`config.mk`:
```
export PLATFORM = sky130hd
export DESIGN_NAME = url_form_codec_top
export DESIGN_NICKNAME = d
export VERILOG_FILES = /design/src/design/ufc_pkg.sv /design/src/design/ufc_front.sv /design/src/design/ufc_queue.sv /design/src/design/ufc_back.sv /design/src/design/url_form_codec_top.sv
export SDC_FILE = /design/constraint.sdc
export NUM_CORES = 1
export LEC_CHECK = 0
export BUFFER_PORTS_ARGS = -buffer_cell sky130_fd_sc_hd__buf_2
export CAP_MARGIN = 20
export CORE_UTILIZATION = 45
export DETAILED_ROUTE_END_ITERATION = 12
export PLACE_DENSITY = 0.73
export SLEW_MARGIN = 20
export SYNTH_ARGS = -nofsm -noshare
export SYNTH_HDL_FRONTEND = slang
export SYNTH_SLANG_ARGS = --single-unit
```
`constraint.sdc`:
```
create_clock -name clk -period 8.1 [get_ports clk]
set_clock_uncertainty 0.05 [all_clocks]
set_input_delay 0.81 -clock clk [delete_from_list [all_inputs] [get_ports clk]]
set_output_delay 0.81 -clock clk [all_outputs]
set_load 0.02 [all_outputs]
```
`src/design/ufc_pkg.sv`:
```
// Shared types, character constants and helper functions of the form-URL codec.
`default_nettype none
package ufc_pkg;

  localparam int unsigned UFC_QUEUE_DEPTH = 2;

  localparam logic [7:0] CH_PCT   = 8'h25;
  localparam logic [7:0] CH_PLUS  = 8'h2B;
  localparam logic [7:0] CH_SPACE = 8'h20;
  localparam logic [7:0] CH_MINUS = 8'h2D;
  localparam logic [7:0] CH_DOT   = 8'h2E;
  localparam logic [7:0] CH_UNDER = 8'h5F;
  localparam logic [7:0] CH_ZERO  = 8'h30;
  localparam logic [7:0] CH_NINE  = 8'h39;
  localparam logic [7:0] CH_UA    = 8'h41;
  localparam logic [7:0] CH_UF    = 8'h46;
  localparam logic [7:0] CH_UZ    = 8'h5A;
  localparam logic [7:0] CH_LA    = 8'h61;
  localparam logic [7:0] CH_LF    = 8'h66;
  localparam logic [7:0] CH_LZ    = 8'h7A;

  localparam logic DIR_ENCODE = 1'b0;
  localparam logic DIR_DECODE = 1'b1;

  typedef enum logic [1:0] {
    HOLD_NONE  = 2'd0,
    HOLD_PCT   = 2'd1,
    HOLD_DIGIT = 2'd2
  } ufc_hold_t;

  typedef struct packed {
    logic [2:0][7:0] bytes;
    logic [2:0]      zeros;
    logic [1:0]      cnt;
    logic            last;
  } ufc_entry_t;

  typedef struct packed {
    logic       valid;
    logic [3:0] value;
  } ufc_hex_t;

  function automatic ufc_hex_t hex_value(input logic [7:0] c);
    ufc_hex_t h;
    h = '0;
    if (c >= CH_ZERO && c <= CH_NINE) begin
      h.valid = 1'b1;
      h.value = 4'(c - CH_ZERO);
    end else if (c >= CH_UA && c <= CH_UF) begin
      h.valid = 1'b1;
      h.value = 4'(c - CH_UA + 8'd10);
    end else if (c >= CH_LA && c <= CH_LF) begin
      h.valid = 1'b1;
      h.value = 4'(c - CH_LA + 8'd10);
    end
    return h;
  endfunction

  function automatic logic passes(input logic [7:0] c);
    return (c >= CH_ZERO && c <= CH_NINE) || (c >= CH_UA && c <= CH_UZ) ||
           (c >= CH_LA && c <= CH_LZ) || c == CH_MINUS || c == CH_DOT ||
           c == CH_UNDER;
  endfunction

  function automatic logic [7:0] hex_char(input logic [3:0] v);
    logic [7:0] c;
    if (v < 4'd10) begin
      c = CH_ZERO + {4'd0, v};
    end else begin
      c = CH_UA + {4'd0, v} - 8'd10;
    end
    return c;
  endfunction

endpackage
`default_nettype wire

```
`src/design/ufc_front.sv`:
```
// Front end: accepts source bytes, tracks held escapes and builds result entries.
`default_nettype none
module ufc_front
  import ufc_pkg::*;
(
  input  wire logic        clk,
  input  wire logic        rst_n,
  input  wire logic        cfg_we,
  input  wire logic        cfg_wdata,
  input  wire logic        in_valid,
  output logic             in_stall,
  input  wire logic [7:0]  in_byte,
  input  wire logic        in_last,
  input  wire logic        q_full,
  output logic             q_push,
  output ufc_entry_t       q_entry
);

  logic       dir_r;
  logic       dir_nxt;
  ufc_hold_t  held_r;
  ufc_hold_t  held_nxt;
  logic [7:0] digit_r;
  logic [7:0] digit_nxt;
  logic       accept;
  ufc_hex_t   hb;
  ufc_hex_t   hd;

  assign in_stall = q_full;
  assign accept   = in_valid & ~q_full;
  assign hb       = hex_value(in_byte);
  assign hd       = hex_value(digit_r);

  always_comb begin
    dir_nxt   = dir_r;
    held_nxt  = held_r;
    digit_nxt = digit_r;
    if (accept && dir_r == DIR_DECODE) begin
      unique case (held_r)
        HOLD_PCT: begin
          if (hb.valid) begin
            held_nxt  = HOLD_DIGIT;
            digit_nxt = in_byte;
          end else begin
            held_nxt = (in_byte == CH_PCT) ? HOLD_PCT : HOLD_NONE;
          end
        end
        HOLD_DIGIT: begin
          if (hb.valid && hd.valid) begin
            held_nxt = HOLD_NONE;
          end else begin
            held_nxt = (in_byte == CH_PCT) ? HOLD_PCT : HOLD_NONE;
          end
        end
        default: begin
          held_nxt = (in_byte == CH_PCT) ? HOLD_PCT : HOLD_NONE;
        end
      endcase
      if (in_last) begin
        held_nxt = HOLD_NONE;
      end
    end
    if (cfg_we) begin
      dir_nxt  = cfg_wdata;
      held_nxt = HOLD_NONE;
    end
  end

  always_comb begin
    logic [1:0] n;
    logic       fresh;
    ufc_hold_t  mid;
    n       = 2'd0;
    fresh   = 1'b0;
    mid     = HOLD_NONE;
    q_entry = '0;
    if (dir_r == DIR_ENCODE) begin
      if (in_byte == CH_SPACE) begin
        q_entry.bytes[0] = CH_PLUS;
        n = 2'd1;
      end else if (passes(in_byte)) begin
        q_entry.bytes[0] = in_byte;
        n = 2'd1;
      end else begin
        q_entry.bytes[0] = CH_PCT;
        q_entry.bytes[1] = hex_char(in_byte[7:4]);
        q_entry.bytes[2] = hex_char(in_byte[3:0]);
        n = 2'd3;
      end
    end else begin
      unique case (held_r)
        HOLD_PCT: begin
          if (hb.valid) begin
            mid = HOLD_DIGIT;
          end else begin
            q_entry.bytes[0] = CH_PCT;
            n     = 2'd1;
            fresh = 1'b1;
          end
        end
        HOLD_DIGIT: begin
          if (hb.valid && hd.valid) begin
            q_entry.bytes[0] = {hd.value, hb.value};
            q_entry.zeros[0] = ({hd.value, hb.value} == 8'd0);
            n = 2'd1;
          end else begin
            q_entry.bytes[0] = CH_PCT;
            q_entry.bytes[1] = digit_r;
            n     = 2'd2;
            fresh = 1'b1;
          end
        end
        default: begin
          fresh = 1'b1;
        end
      endcase
      if (fresh) begin
        if (in_byte == CH_PCT) begin
          mid = HOLD_PCT;
        end else begin
          q_entry.bytes[n] = (in_byte == CH_PLUS) ? CH_SPACE : in_byte;
          n = 2'(n + 2'd1);
        end
      end
      if (in_last && mid != HOLD_NONE) begin
        q_entry.bytes[n] = CH_PCT;
        n = 2'(n + 2'd1);
        if (mid == HOLD_DIGIT) begin
          q_entry.bytes[n] = in_byte;
          n = 2'(n + 2'd1);
        end
      end
    end
    q_entry.cnt  = n;
    q_entry.last = in_last;
    q_push       = accept && (n != 2'd0);
  end

  always_ff @(posedge clk) begin
    if (!rst_n) begin
      dir_r   <= DIR_ENCODE;
      held_r  <= HOLD_NONE;
      digit_r <= '0;
    end else begin
      dir_r   <= dir_nxt;
      held_r  <= held_nxt;
      digit_r <= digit_nxt;
    end
  end

  a_flush_on_last: assert property (@(posedge clk) disable iff (!rst_n)
    (accept && in_last && !cfg_we) |=> (held_r == HOLD_NONE))
    else $error("escape still held after end of string");

  a_last_has_result: assert property (@(posedge clk) disable iff (!rst_n)
    (accept && in_last) |-> q_push)
    else $error("end of string produced no transfer");

endmodule
`default_nettype wire

```
`src/design/ufc_queue.sv`:
```
// Short entry queue between the front end and the output serialiser.
`default_nettype none
module ufc_queue
  import ufc_pkg::*;
#(
  parameter int unsigned QueueDepth = UFC_QUEUE_DEPTH
) (
  input  wire logic  clk,
  input  wire logic  rst_n,
  input  wire logic  push,
  input  ufc_entry_t push_entry,
  output logic       full,
  input  wire logic  pop,
  output logic       avail,
  output ufc_entry_t head
);

  localparam int unsigned PtrW = (QueueDepth > 1) ? $clog2(QueueDepth) : 1;
  localparam int unsigned CntW = $clog2(QueueDepth + 1);
  localparam logic [PtrW-1:0] PtrMax = PtrW'(QueueDepth - 1);

  ufc_entry_t            slots_r [QueueDepth];
  logic [PtrW-1:0]       wr_r;
  logic [PtrW-1:0]       wr_nxt;
  logic [PtrW-1:0]       rd_r;
  logic [PtrW-1:0]       rd_nxt;
  logic [CntW-1:0]       count_r;
  logic [CntW-1:0]       count_nxt;
  logic                  do_push;
  logic                  do_pop;

  assign full    = (count_r == CntW'(QueueDepth));
  assign avail   = (count_r != '0);
  assign head    = slots_r[rd_r];
  assign do_push = push & ~full;
  assign do_pop  = pop & avail;

  always_comb begin
    wr_nxt    = wr_r;
    rd_nxt    = rd_r;
    count_nxt = count_r;
    if (do_push) begin
      wr_nxt = (wr_r == PtrMax) ? '0 : PtrW'(wr_r + 1'b1);
    end
    if (do_pop) begin
      rd_nxt = (rd_r == PtrMax) ? '0 : PtrW'(rd_r + 1'b1);
    end
    if (do_push && !do_pop) begin
      count_nxt = CntW'(count_r + 1'b1);
    end else if (do_pop && !do_push) begin
      count_nxt = CntW'(count_r - 1'b1);
    end
  end

  always_ff @(posedge clk) begin
    if (do_push) begin
      slots_r[wr_r] <= push_entry;
    end
  end

  always_ff @(posedge clk) begin
    if (!rst_n) begin
      wr_r    <= '0;
      rd_r    <= '0;
      count_r <= '0;
    end else begin
      wr_r    <= wr_nxt;
      rd_r    <= rd_nxt;
      count_r <= count_nxt;
    end
  end

  a_no_overflow: assert property (@(posedge clk) disable iff (!rst_n)
    count_r <= CntW'(QueueDepth))
    else $error("queue count beyond depth");

  a_no_push_full: assert property (@(posedge clk) disable iff (!rst_n)
    !(push && full))
    else $error("transfer into a full queue");

endmodule
`default_nettype wire

```
`src/design/ufc_back.sv`:
```
// Back end: takes queued entries and sends their bytes one transfer at a time.
`default_nettype none
module ufc_back
  import ufc_pkg::*;
(
  input  wire logic       clk,
  input  wire logic       rst_n,
  input  wire logic       q_avail,
  input  ufc_entry_t      q_head,
  output logic            q_pop,
  output logic            out_valid,
  input  wire logic       out_stall,
  output logic [7:0]      out_byte,
  output logic            out_run_last,
  output logic            out_string_end,
  output logic            out_zero_decoded
);

  ufc_entry_t cur_r;
  ufc_entry_t cur_nxt;
  logic       busy_r;
  logic       busy_nxt;
  logic [1:0] idx_r;
  logic [1:0] idx_nxt;
  logic       xfer;
  logic       run_end;

  assign run_end          = (idx_r == 2'(cur_r.cnt - 2'd1));
  assign out_valid        = busy_r;
  assign out_byte         = cur_r.bytes[idx_r];
  assign out_zero_decoded = cur_r.zeros[idx_r];
  assign out_run_last     = run_end;
  assign out_string_end   = run_end & cur_r.last;
  assign xfer             = busy_r & ~out_stall;
  assign q_pop            = q_avail & (~busy_r | (xfer & run_end));

  always_comb begin
    cur_nxt  = cur_r;
    busy_nxt = busy_r;
    idx_nxt  = idx_r;
    if (xfer) begin
      if (run_end) begin
        busy_nxt = 1'b0;
      end else begin
        idx_nxt = 2'(idx_r + 2'd1);
      end
    end
    if (q_pop) begin
      cur_nxt  = q_head;
      busy_nxt = 1'b1;
      idx_nxt  = 2'd0;
    end
  end

  always_ff @(posedge clk) begin
    cur_r <= cur_nxt;
  end

  always_ff @(posedge clk) begin
    if (!rst_n) begin
      busy_r <= 1'b0;
      idx_r  <= 2'd0;
    end else begin
      busy_r <= busy_nxt;
      idx_r  <= idx_nxt;
    end
  end

  a_index_in_run: assert property (@(posedge clk) disable iff (!rst_n)
    busy_r |-> (cur_r.cnt != 2'd0 && idx_r < cur_r.cnt))
    else $error("serialiser index outside its entry");

endmodule
`default_nettype wire

```
`src/design/url_form_codec_top.sv`:
```
// Top level of the form-URL percent codec.
// Results go through the queue slot, then the back end's entry register, before being sent.
// One result byte per cycle unless out_stall; a source byte gives up to three result bytes.
// A two-entry queue lets the input keep taking bytes while results wait.
// Reset (rst_n low, synchronous) selects encoding, drops any held escape, empties the queue.
`default_nettype none
module url_form_codec_top
  import ufc_pkg::*;
#(
  parameter int unsigned QueueDepth = UFC_QUEUE_DEPTH
) (
  input  wire logic       clk,
  input  wire logic       rst_n,
  input  wire logic       cfg_we,
  input  wire logic       cfg_wdata,
  input  wire logic       in_valid,
  output logic            in_stall,
  input  wire logic [7:0] in_byte,
  input  wire logic       in_last,
  output logic            out_valid,
  input  wire logic       out_stall,
  output logic [7:0]      out_byte,
  output logic            out_run_last,
  output logic            out_string_end,
  output logic            out_zero_decoded
);

  logic       q_full;
  logic       q_push;
  logic       q_pop;
  logic       q_avail;
  ufc_entry_t q_entry;
  ufc_entry_t q_head;

  ufc_front u_front (
    .clk       (clk),
    .rst_n     (rst_n),
    .cfg_we    (cfg_we),
    .cfg_wdata (cfg_wdata),
    .in_valid  (in_valid),
    .in_stall  (in_stall),
    .in_byte   (in_byte),
    .in_last   (in_last),
    .q_full    (q_full),
    .q_push    (q_push),
    .q_entry   (q_entry)
  );

  ufc_queue #(
    .QueueDepth (QueueDepth)
  ) u_queue (
    .clk        (clk),
    .rst_n      (rst_n),
    .push       (q_push),
    .push_entry (q_entry),
    .full       (q_full),
    .pop        (q_pop),
    .avail      (q_avail),
    .head       (q_head)
  );

  ufc_back u_back (
    .clk              (clk),
    .rst_n            (rst_n),
    .q_avail          (q_avail),
    .q_head           (q_head),
    .q_pop            (q_pop),
    .out_valid        (out_valid),
    .out_stall        (out_stall),
    .out_byte         (out_byte),
    .out_run_last     (out_run_last),
    .out_string_end   (out_string_end),
    .out_zero_decoded (out_zero_decoded)
  );

endmodule
`default_nettype wire
```
# ---- Yosys cells after proc, flatten, opt, wreduce, memory -nomap -nowiden
# Memories as Yosys holds them, arrays and structs flattened. A register that Yosys moved wholly into a read port is not among the register bits.
# Cells that the tools add are included.
dict set report op_classes {
  magnitude_cmp 23
  add_sub_neg 25
  n_reduce_logical 36
  bitwise_logic 16
  n_mux 76
  n_eq_ne 11
}
# op n
set ops {}
lappend ops {{$mux 24} 6}
lappend ops {{$mux 8} 14}
lappend ops {{$bwmux 24} 2}
lappend ops {{$demux 8 s2} 3}
lappend ops {{$le 8x7->1 const B} 6}
lappend ops {{$eq 8x6->1 const B} 5}
lappend ops {{$mux 2} 20}
lappend ops {{$ge 8x7->1 const B} 4}
lappend ops {{$mux 16} 2}
lappend ops {{$mux 5} 6}
lappend ops {{$sub 4x1->4 const B} 6}
lappend ops {{$logic_and 1x1->1} 17}
lappend ops {{$add 4x4->4 const B} 4}
lappend ops {{$add 7x4->8 const A} 2}
lappend ops {{$bmux 8 s2} 1}
lappend ops {{$ge 8x6->1 const B} 2}
lappend ops {{$le 8x6->1 const B} 2}
lappend ops {{$mux 1} 16}
lappend ops {{$pmux 8 s2} 1}
lappend ops {{$sub 8x4->8 const B} 2}
lappend ops {{$and 15x15->15} 1}
lappend ops {{$not 15->15} 1}
lappend ops {{$add 6x4->7 const A} 2}
lappend ops {{$lt 2x3->1 const B} 4}
lappend ops {{24 further kinds} 58}
dict set report word_totals {
  input_bits 15
  mem_bits_rw 56
  register_bits 21
  wordCells 197
  mem_count 1
  out_inout_bits 13
}
# name words width rd rd_clocked_by_memory_dff wr line_no
set mem_list {}
lappend mem_list {u_queue.slots_r 2 28 1 1 1 ufc_queue.sv:22} ;# ufc_entry_t slots_r [QueueDepth];

# ---- Logic depth before layout (Yosys ltp)
# Gate-level depths: netlist (run 1).
dict set report depth {
  word_depth 25
  depth_mapped 22
  mapped_depth_nobuf 21
}

# ---- By module
# From an unflattened synthesis (run 1), not the netlist that was laid out.
dict set report unflattened {
  cells_unflattened 556
  area_unflattened_um2 6170.9
}
# mod instances cells_each area_per_inst_um2 seq_area_each_um2
set modules_own_cells {}
lappend modules_own_cells {ufc_front 1 352 2457.4 220.2}
lappend modules_own_cells {ufc_queue 1 118 2391.0 1901.8}
lappend modules_own_cells {ufc_back 1 86 1322.5 960.9}

# ---- Least setup slack after synthesis (run 1)
# Ideal clock, no wire load.
dict set report synth_path {
  kind {in2reg}
  startpoint {input in_byte[1]}
  endpoint {memory u_queue.slots_r[0][0] (netlist bit), enable pin}
  slack_ns 2.223
  path_buffers 1
  path_stages 19
  t_required_ns 7.634
  setup_time_ns 0.416
  arrival_ns 5.411
  cell_sequence {clkbuf_1 > inv_1 > ha_1 > nor4b_4 > o221a_2 > a21oi_2 > nor3_1 > o21a_1 > inv_2 > ha_1 > nor2_1 > a22oi_4 > inv_2 > ha_1 > nand2_1 > a211o_1 > o211ai_1 > a21oi_1 > nor2b_1}
}
dict set report synth_between {
  elab_chain_len 23
  word_cells_on_any_way 59
  classes_between {add/sub (3); order compare (8); eq/ne (6); mux (26); bitwise (1); reduce/logical (15)}
}
# element line_no
set synth_rtl {}
lappend synth_rtl {{start, declared} url_form_codec_top.sv:18} ;# input wire logic [7:0] in_byte,
lappend synth_rtl {{$ge 8x7->1 / $le 8x7->1 (equally long branches)} {ufc_pkg.sv:52, ufc_pkg.sv:61}}
lappend synth_rtl {{$logic_and 1x1->1} ufc_pkg.sv:52} ;# end else if (c >= CH_LA && c <= CH_LF) begin
lappend synth_rtl {{$mux 5} ufc_pkg.sv:52}
lappend synth_rtl {{$mux 5} ufc_pkg.sv:49} ;# end else if (c >= CH_UA && c <= CH_UF) begin
lappend synth_rtl {{$mux 5} ufc_pkg.sv:46} ;# if (c >= CH_ZERO && c <= CH_NINE) begin
lappend synth_rtl {{$logic_and 1x1->1} ufc_front.sv:102} ;# if (hb.valid && hd.valid) begin
lappend synth_rtl {{$mux 2} ufc_front.sv:102}
lappend synth_rtl {{$pmux 2 s2} ufc_front.sv:91} ;# unique case (held_r)
lappend synth_rtl {{[8 not listed]} n/a}
lappend synth_rtl {{$mux 2} ufc_front.sv:125} ;# if (in_last && mid != HOLD_NONE) begin
lappend synth_rtl {{$mux 2 *} ufc_front.sv:77} ;# if (dir_r == DIR_ENCODE) begin
lappend synth_rtl {{$reduce_bool 2->1 *} ufc_front.sv:136} ;# q_push = accept && (n != 2'd0);
lappend synth_rtl {{$logic_and 1x1->1 *} ufc_front.sv:136}
lappend synth_rtl {{$and 1x1->1 *} ufc_queue.sv:35} ;# assign do_push = push & ~full;
lappend synth_rtl {{named net u_queue.do_push} ufc_queue.sv:29} ;# logic do_push;
lappend synth_rtl {{$mux 1 *} ufc_queue.sv:56} ;# if (do_push) begin
lappend synth_rtl {{$mux 1 (not written as such) *} ufc_queue.sv:57} ;# slots_r[wr_r] <= push_entry;
lappend synth_rtl {{end, declared} ufc_queue.sv:22}
# Mark *: on every way through the listed nets, which the timed path passes. The rest lies on a longest branch. The select of a mux whose other input is x is not followed.

# ---- Final worst setup path (run 1)
dict set report layout_path {
  startpoint {input in_byte[1]}
  endpoint {memory u_queue.slots_r[0][5] (netlist bit), enable pin}
}
# The elaborated chain is that of the path after synthesis.

==> impl_metrics.env, run 1 <==
export IMPL_htreeDepth=3
export IMPL_syn_to_final_growth_pct=9.947
export IMPL_holdCritStartpoint="u_queue.count_r[1]$_SDFFE_PN0P_"
export IMPL_dieHeight_um=114.8
export IMPL_min_path_cells=2
export IMPL_synthTopCellsByArea="edfxtp_1 44%, dfxtp_1 6.3%, mux2_2 5.5%, ha_1 4.2%, nand2_1 3.0%"
export IMPL_maxUsedRoutingLayer="met4"
export IMPL_ys_flop_type="edfxtp_1"
export IMPL_clkTransAtPathRegs_ns=0.07
export IMPL_synth_seq_area_share_pct=50.37
export IMPL_holdBufCountCts=0
export IMPL_wire_per_inst_um=19.67
export IMPL_grt_first_pass_wirelength_um=21980
export IMPL_crit_top_cell="ha_1"
export IMPL_drive_gt1_share_pct=17.42
export IMPL_syn_inst=530
export IMPL_grt_pass1_vias=4025
export IMPL_overflow=0
export IMPL_critPathRequiredTime_ns=8.11
export IMPL_fin_total_pwr_mw=1.580
export IMPL_grt_max_degree=30
export IMPL_pin_count=28
export IMPL_dr_wl_met2_um=6817
export IMPL_avgSynthCellArea_um2=10.80
export IMPL_final_max_slew_viol_count=0
export IMPL_place_ws_ns=2.083
export IMPL_final_cell_mix="84 x edfxtp_1, 46 x nand2_1, 43 x nor2_1"
export IMPL_final_core_util_pct=51.53
export IMPL_ctsResizeCount=0
export IMPL_worstPathCellList="buf_2 -> inv_1 -> ha_1 -> nor4b_4 -> o221a_2 -> a21oi_2 -> nor3_1 -> o21a_1 -> inv_2 -> ha_1 -> nor2_1 -> a22oi_4 -> inv_2 -> ha_1 -> nand2_1 -> a211o_1 -> o211ai_1 -> a21oi_1 -> nor2b_2 -> buf_4"
export IMPL_placed_cell_area_um2=5977
export IMPL_rr_startpoint="u_front.digit_r[0]$_SDFFE_PN0P_"
export IMPL_numClockSinks=102
export IMPL_antenna_found_initial=0
export IMPL_dieWidth_um=114.8
export IMPL_clk_latency_ns=0.35
export IMPL_postRouteAntennaNets=0
export IMPL_finalCriticalPeriod_ns=5.765
export IMPL_ff2ff_path_depth=17
export IMPL_syn_nets=564
export IMPL_hold_viol_final=0
export IMPL_critPathMaxStageDelay_ns=0.84
export IMPL_placed_cells=703
export IMPL_die_area_um2=13170
export IMPL_rsz0062_at_grt="no"
export IMPL_antenna_cells=0
export IMPL_cp_max_fo=21
export IMPL_hold_slack_ns=0.4726
export IMPL_cellLeakagePower_nw=2.223
export IMPL_slew_headroom_pct=33.16
export IMPL_route_detailed_drc=0
export IMPL_synth_edf_count=84
export IMPL_fin_area_um2=6292
export IMPL_status="finished clean"
export IMPL_min_to="u_queue.count_r[1]$_SDFFE_PN0P_"
export IMPL_power_density_nw_per_um2=251.2
export IMPL_critPathSlowestCell="nor2b_2"
export IMPL_worst_pin_slew_ns=1.001
export IMPL_start_kind="primary input"
export IMPL_drt_iter0_markers=441
export IMPL_timing_rr_end="u_queue.slots_r[0][5]$_DFFE_PP_"
export IMPL_synth_top_area_cell="edfxtp_1"
export IMPL_hold_path_class="flip-flop to flip-flop"
export IMPL_grt_use_total_pct=22.58
export IMPL_synth_cell_types=72
export IMPL_wl_um=14150
export IMPL_final_setup_viol_count=0
export IMPL_fin_crit_sh_pct=71.17
export IMPL_crit_arrival_ns=5.77
export IMPL_cp_end_kind="flip-flop"
export IMPL_setup_ws_ns=2.335
export IMPL_core_area_um2=12210
export IMPL_fmaxAchievable_mhz=173.5
export IMPL_async_reset_ff_share_pct=0
export IMPL_rows=40
export IMPL_crit_type="primary input to flip-flop"
export IMPL_cts_buffers=9
export IMPL_clk_path_buf_depth=2
export IMPL_wl_met3_um=943
export IMPL_cts_tree="built"
export IMPL_hpwlAfterDp_um=10240
export IMPL_routed_via_density=6.046
export IMPL_final_common_cell="edfxtp_1"
export IMPL_ys_warn_count=0
export IMPL_final_setup_tns_ns=0
export IMPL_start_util_pct=46.86
export IMPL_cts_setup_buffers=0
export IMPL_drt_met1_wl_um=6023
export IMPL_first_pass_iters=5
export IMPL_gp_congestion=0.9867
export IMPL_io_buffers=27
export IMPL_vias=4347
export IMPL_clock_root_buffer="clkbuf_16"
export IMPL_synth_area_um2=5723
export IMPL_rrSetupSlack_ns=2.69
export IMPL_post_synth_top_area_fraction_pct=44.08
export IMPL_max_vdd_ir_drop_mv=0.1143
export IMPL_stdcell_count=719
export IMPL_finalNetCount=580
export IMPL_drv_cap=0
export IMPL_synth_seq_cells=102
==> Yosys cell counts (4+ instances only) <==
cell type / count
or3_1: 4
inv_1: 21
o211ai_1: 7
nor2b_1: 4
xnor2_1: 6
a31oi_1: 14
o21ai_0: 26
a21oi_1: 28
inv_2: 5
nand2_1: 46
mux2i_1: 9
and2_1: 4
a32oi_1: 4
ha_1: 19
o22ai_1: 8
nand2b_1: 5
and3_1: 10
clkbuf_1: 16
a22oi_1: 4
nor3_1: 18
dfxtp_1: 18
mux2_2: 28
nand3_1: 13
edfxtp_1: 84
nor2_1: 43
a221o_1: 4
xor2_1: 7
==> how the worst max path moves through the flow <==
| stage | endpoint | cells after the start | start |
|---|---|---|---|
| finish | u_queue.slots_r[0][5]$_DFFE_PP_ | 20 | in_byte[1] |
| global route | u_queue.slots_r[0][5]$_DFFE_PP_ | 20 | in_byte[1] |
| CTS | u_queue.slots_r[0][5]$_DFFE_PP_ | 20 | in_byte[1] |
| detailed placement | u_queue.slots_r[0][5]$_DFFE_PP_ | 20 | in_byte[1] |
| global placement | u_queue.slots_r[0][21]$_DFFE_PP_ | 20 | in_byte[1] |
| floorplan | u_queue.slots_r[0][0]$_DFFE_PP_ | 19 | in_byte[1] |
==> logic make-up after synthesis <==
logic type	count (synthesis)	synth area share [%]
mux	37	7.084
fa+ha+maj	19	4.154
compound gates	138	17.53
buf+inv	52	3.870
simple gates	169	15.00
flops	102	50.37
xor+xnor	13	1.990
==> worst max-delay path: cells and delay by family <==
| family | cells | cell delay, ns |
|---|---|---|
| adder cells (fa/ha/maj) | 3 | 0.88 |
| AND/OR/NAND/NOR | 5 | 1.63 |
| buffers and inverters | 5 | 0.98 |
| AO/OA/AOI/OAI | 7 | 1.45 |
==> cell type report <==
| class | count | area [um^2] |
|---|---|---|
| Clock inverter | 7 | 90.09 |
| Multi-Input combinational cell | 376 | 2621 |
| Fill cell | 1141 | 5919 |
| Sequential cell | 102 | 2883 |
| Timing Repair Buffer | 31 | 165.2 |
| Tap cell | 168 | 210.2 |
| Clock buffer | 9 | 225.2 |
| Inverter | 26 | 97.59 |
==> layer usage <==
layer / track usage [%] / up-vias
li1: - / 2028
met4: 9.177 / 0
met1: 29.75 / 2103
met3: 4.270 / 31
met5: 0 / -
met2: 36.85 / 185
==> flip-flops by register name, indices dropped and copies added (netlist names) <==
name              flops
u_back.cur_r         28
u_back.idx_r          2
u_back.out_valid      1
u_front.digit_r       8
u_front.dir_r         1
u_front.held_r        2
u_queue.count_r       2
u_queue.rd_r          1
u_queue.slots_r      56
u_queue.wr_r          1
==> where the power goes <==
group	switching [mW]	total, mW	internal, mW
Clock	0.198	0.446	0.247
Sequential	0.0341	0.757	0.723
Combinational	0.235	0.378	0.143
Note: power is estimated with default switching activity, not from simulation.
==> run 2, diff against run 1 <==
- clock period: 8.1 -> 5.6 ns (I/O delays scaled with it)
==> run 2 against run 1 <==
Against the previous run: core utilization fell by 0.24 points; clock-buffer cell count did not move; combinational power rose by 45%; first-iteration DRC count fell by 23%; die area did not move; global-route usage rose by 0.44 points; final cell count did not move; non-clock buffer count rose by 1; sequential share of layout area rose by 0.21 points; register-to-register slack got worse by 2.0 ns; critical endpoint is now u_queue.count_r[1]$_SDFFE_PN0P_; routed wire length rose by 0.86%.
==> impl_metrics.env, run 2 (synthesized netlist as in run 1, its figures left out) <==
export IMPL_critPathRequiredTime_ns=5.83
export IMPL_start_kind="primary input"
export IMPL_start_util_pct=46.86
export IMPL_postRouteAntennaNets=0
export IMPL_io_buffers=27
export IMPL_clock_root_buffer="clkbuf_16"
export IMPL_grt_met2_usage_pct=37.37
export IMPL_cts_setup_buffers=0
export IMPL_place_ws_ns=0.2626
export IMPL_hold_viol_final=0
export IMPL_core_area_um2=12210
export IMPL_clk_path_buf_depth=2
export IMPL_largest_reg_flops=56
export IMPL_drv_cap=0
export IMPL_finalNetCount=581
export IMPL_power_frac_seq_pct=49.0
export IMPL_min_path_cells=2
export IMPL_finalCriticalPeriod_ns=5.035
export IMPL_dieHeight_um=114.8
export IMPL_grt_max_degree=30
export IMPL_crit_type="primary input to flip-flop"
export IMPL_critPathTopFamily="compound AO/OA/AOI/OAI gates"
export IMPL_dieWidth_um=114.8
export IMPL_pin_count=28
export IMPL_cts_tree="built"
export IMPL_wire_per_inst_um=19.84
export IMPL_gp_congestion=0.9780
export IMPL_rr_startpoint="u_front.digit_r[0]$_SDFFE_PN0P_"
export IMPL_cellLeakagePower_nw=2.208
export IMPL_rrSetupSlack_ns=0.68
export IMPL_clk_latency_ns=0.36
export IMPL_pwr_share_comb_pct=24.5
export IMPL_slew_headroom_pct=31.29
export IMPL_fin_crit_sh_pct=89.91
export IMPL_status="finished clean"
export IMPL_htreeDepth=3
export IMPL_timing_rr_end="u_queue.count_r[1]$_SDFFE_PN0P_"
export IMPL_holdBufCountCts=0
export IMPL_switching_share_pct=30.31
export IMPL_first_pass_iters=5
export IMPL_cp_end_kind="flip-flop"
export IMPL_regMostFlops="u_queue.slots_r"
export IMPL_clkTransAtPathRegs_ns=0.07
export IMPL_die_area_um2=13170
export IMPL_numClockSinks=102
export IMPL_worst_pin_slew_ns=1.030
export IMPL_final_cell_mix="84 x edfxtp_1, 46 x nand2_1, 43 x nor2_1"
export IMPL_overflow=0
export IMPL_critPathSlowestCell="or3_1"
export IMPL_grt_use_met3_pct=5.166
export IMPL_crit_top_cell="ha_1"
export IMPL_vias=4315
export IMPL_power_switching_mw=0.6781
export IMPL_wl_um=14270
export IMPL_drt_iter0_markers=341
export IMPL_pwr_share_clk_pct=26.6
export IMPL_critPathMaxStageDelay_ns=0.36
export IMPL_hold_slack_ns=0.3635
export IMPL_crit_arrival_ns=5.27
export IMPL_crit_buf_inv=4
export IMPL_met1_usage_pct=29.35
export IMPL_ctsResizeCount=0
export IMPL_grt_use_total_pct=23.02
export IMPL_power_density_nw_per_um2=357.2
export IMPL_max_vdd_ir_drop_mv=0.1616
export IMPL_setup_ws_ns=0.5650
export IMPL_final_setup_viol_count=0
export IMPL_fmaxAchievable_mhz=198.6
export IMPL_worstPathCellList="buf_2 -> inv_1 -> ha_1 -> nor4b_4 -> o221a_2 -> a21oi_2 -> nor3_1 -> o21a_1 -> inv_2 -> ha_1 -> nor2_1 -> a22oi_4 -> inv_2 -> ha_1 -> nand2_1 -> a211o_1 -> o211ai_1 -> a21oi_1 -> ha_1 -> or3_1 -> a21oi_1"
export IMPL_busiest_layer="met2"
export IMPL_cts_buffers=9
export IMPL_cp_max_fo=14
export IMPL_hpwlAfterDp_um=10290
export IMPL_ff2ff_path_depth=19
export IMPL_min_to="u_front.held_r[0]$_SDFFE_PP0P_"
export IMPL_placed_cell_area_um2=5984
export IMPL_routed_via_density=6.001
export IMPL_route_detailed_drc=0
export IMPL_syn_to_final_growth_pct=9.445
export IMPL_antenna_found_initial=0
export IMPL_rows=40
export IMPL_rsz0062_at_grt="no"
export IMPL_holdCritStartpoint="cfg_we"
export IMPL_reg_top3="u_queue.slots_r (56), u_back.cur_r (28), u_front.digit_r (8)"
export IMPL_final_max_slew_viol_count=0
export IMPL_drive_gt1_share_pct=17.42
export IMPL_grt_first_pass_wirelength_um=22510
export IMPL_fin_area_um2=6264
export IMPL_antenna_cells=0
export IMPL_final_setup_tns_ns=0
export IMPL_grt_pass1_vias=4204
export IMPL_hold_path_class="primary input to flip-flop"
export IMPL_p_int_mw=1.559
export IMPL_final_common_cell="edfxtp_1"
==> run 2: how the worst max path moves through the flow <==
| stage | depth (start not counted) | from | slack, ns | to |
|---|---|---|---|---|
| 6_report | 21 | in_byte[1] | 0.56 | u_queue.count_r[1]$_SDFFE_PN0P_ |
| 5_1_grt | 21 | in_byte[1] | 0.19 | u_queue.count_r[1]$_SDFFE_PN0P_ |
| 4_1_cts | 21 | in_byte[1] | 0.63 | u_queue.count_r[1]$_SDFFE_PN0P_ |
| 3_5_place_dp | 21 | in_byte[1] | 0.26 | u_queue.count_r[1]$_SDFFE_PN0P_ |
| 3_3_place_gp | 21 | in_byte[1] | 0.49 | u_queue.count_r[1]$_SDFFE_PN0P_ |
| 2_1_floorplan | 19 | in_byte[1] | 0.49 | u_queue.slots_r[0][0]$_DFFE_PP_ |
==> run 2: final cells by class <==
class / instances / area, um^2
clock inverter: 6 / 53.80
inverter: 26 / 97.59
tap: 168 / 210.2
sequential: 102 / 2883
timing repair buffer: 32 / 172.7
multi-input combinational: 376 / 2621
clock buffer: 9 / 225.2
fill: 1133 / 5948
==> run 2: layer usage <==
metal / share of wire [%] / wire length [um] / vias up
met1: 43 / 6122 / 2071
li1: - / - / 2035
met5: 0 / 0 / -
met4: 3.5 / 502 / 0
met3: 6.6 / 943 / 41
met2: 47 / 6698 / 168
==> run 2: stage by stage <==
| stage | power [mW] | util [%] | instances |
|---|---|---|---|
| final | 2.237 | 51.29 | 719 |
| after global routing | 2.339 | 51.29 | 719 |
| after CTS | 2.252 | 51.29 | 719 |
| after detailed placement | 1.659 | 49.01 | 704 |
| after global placement | 1.644 | 49.01 | 704 |
| after floorplan | 1.505 | - | 530 |
==> run 2: power by group through the flow <==
stage | combinational, mW | sequential, mW | clock [mW]
finish | 0.547 | 1.10 | 0.595
global route | 0.599 | 1.11 | 0.630
CTS | 0.551 | 1.10 | 0.605
detailed placement | 0.547 | 1.11 | 0
global placement | 0.538 | 1.11 | 0
floorplan | 0.408 | 1.10 | 0
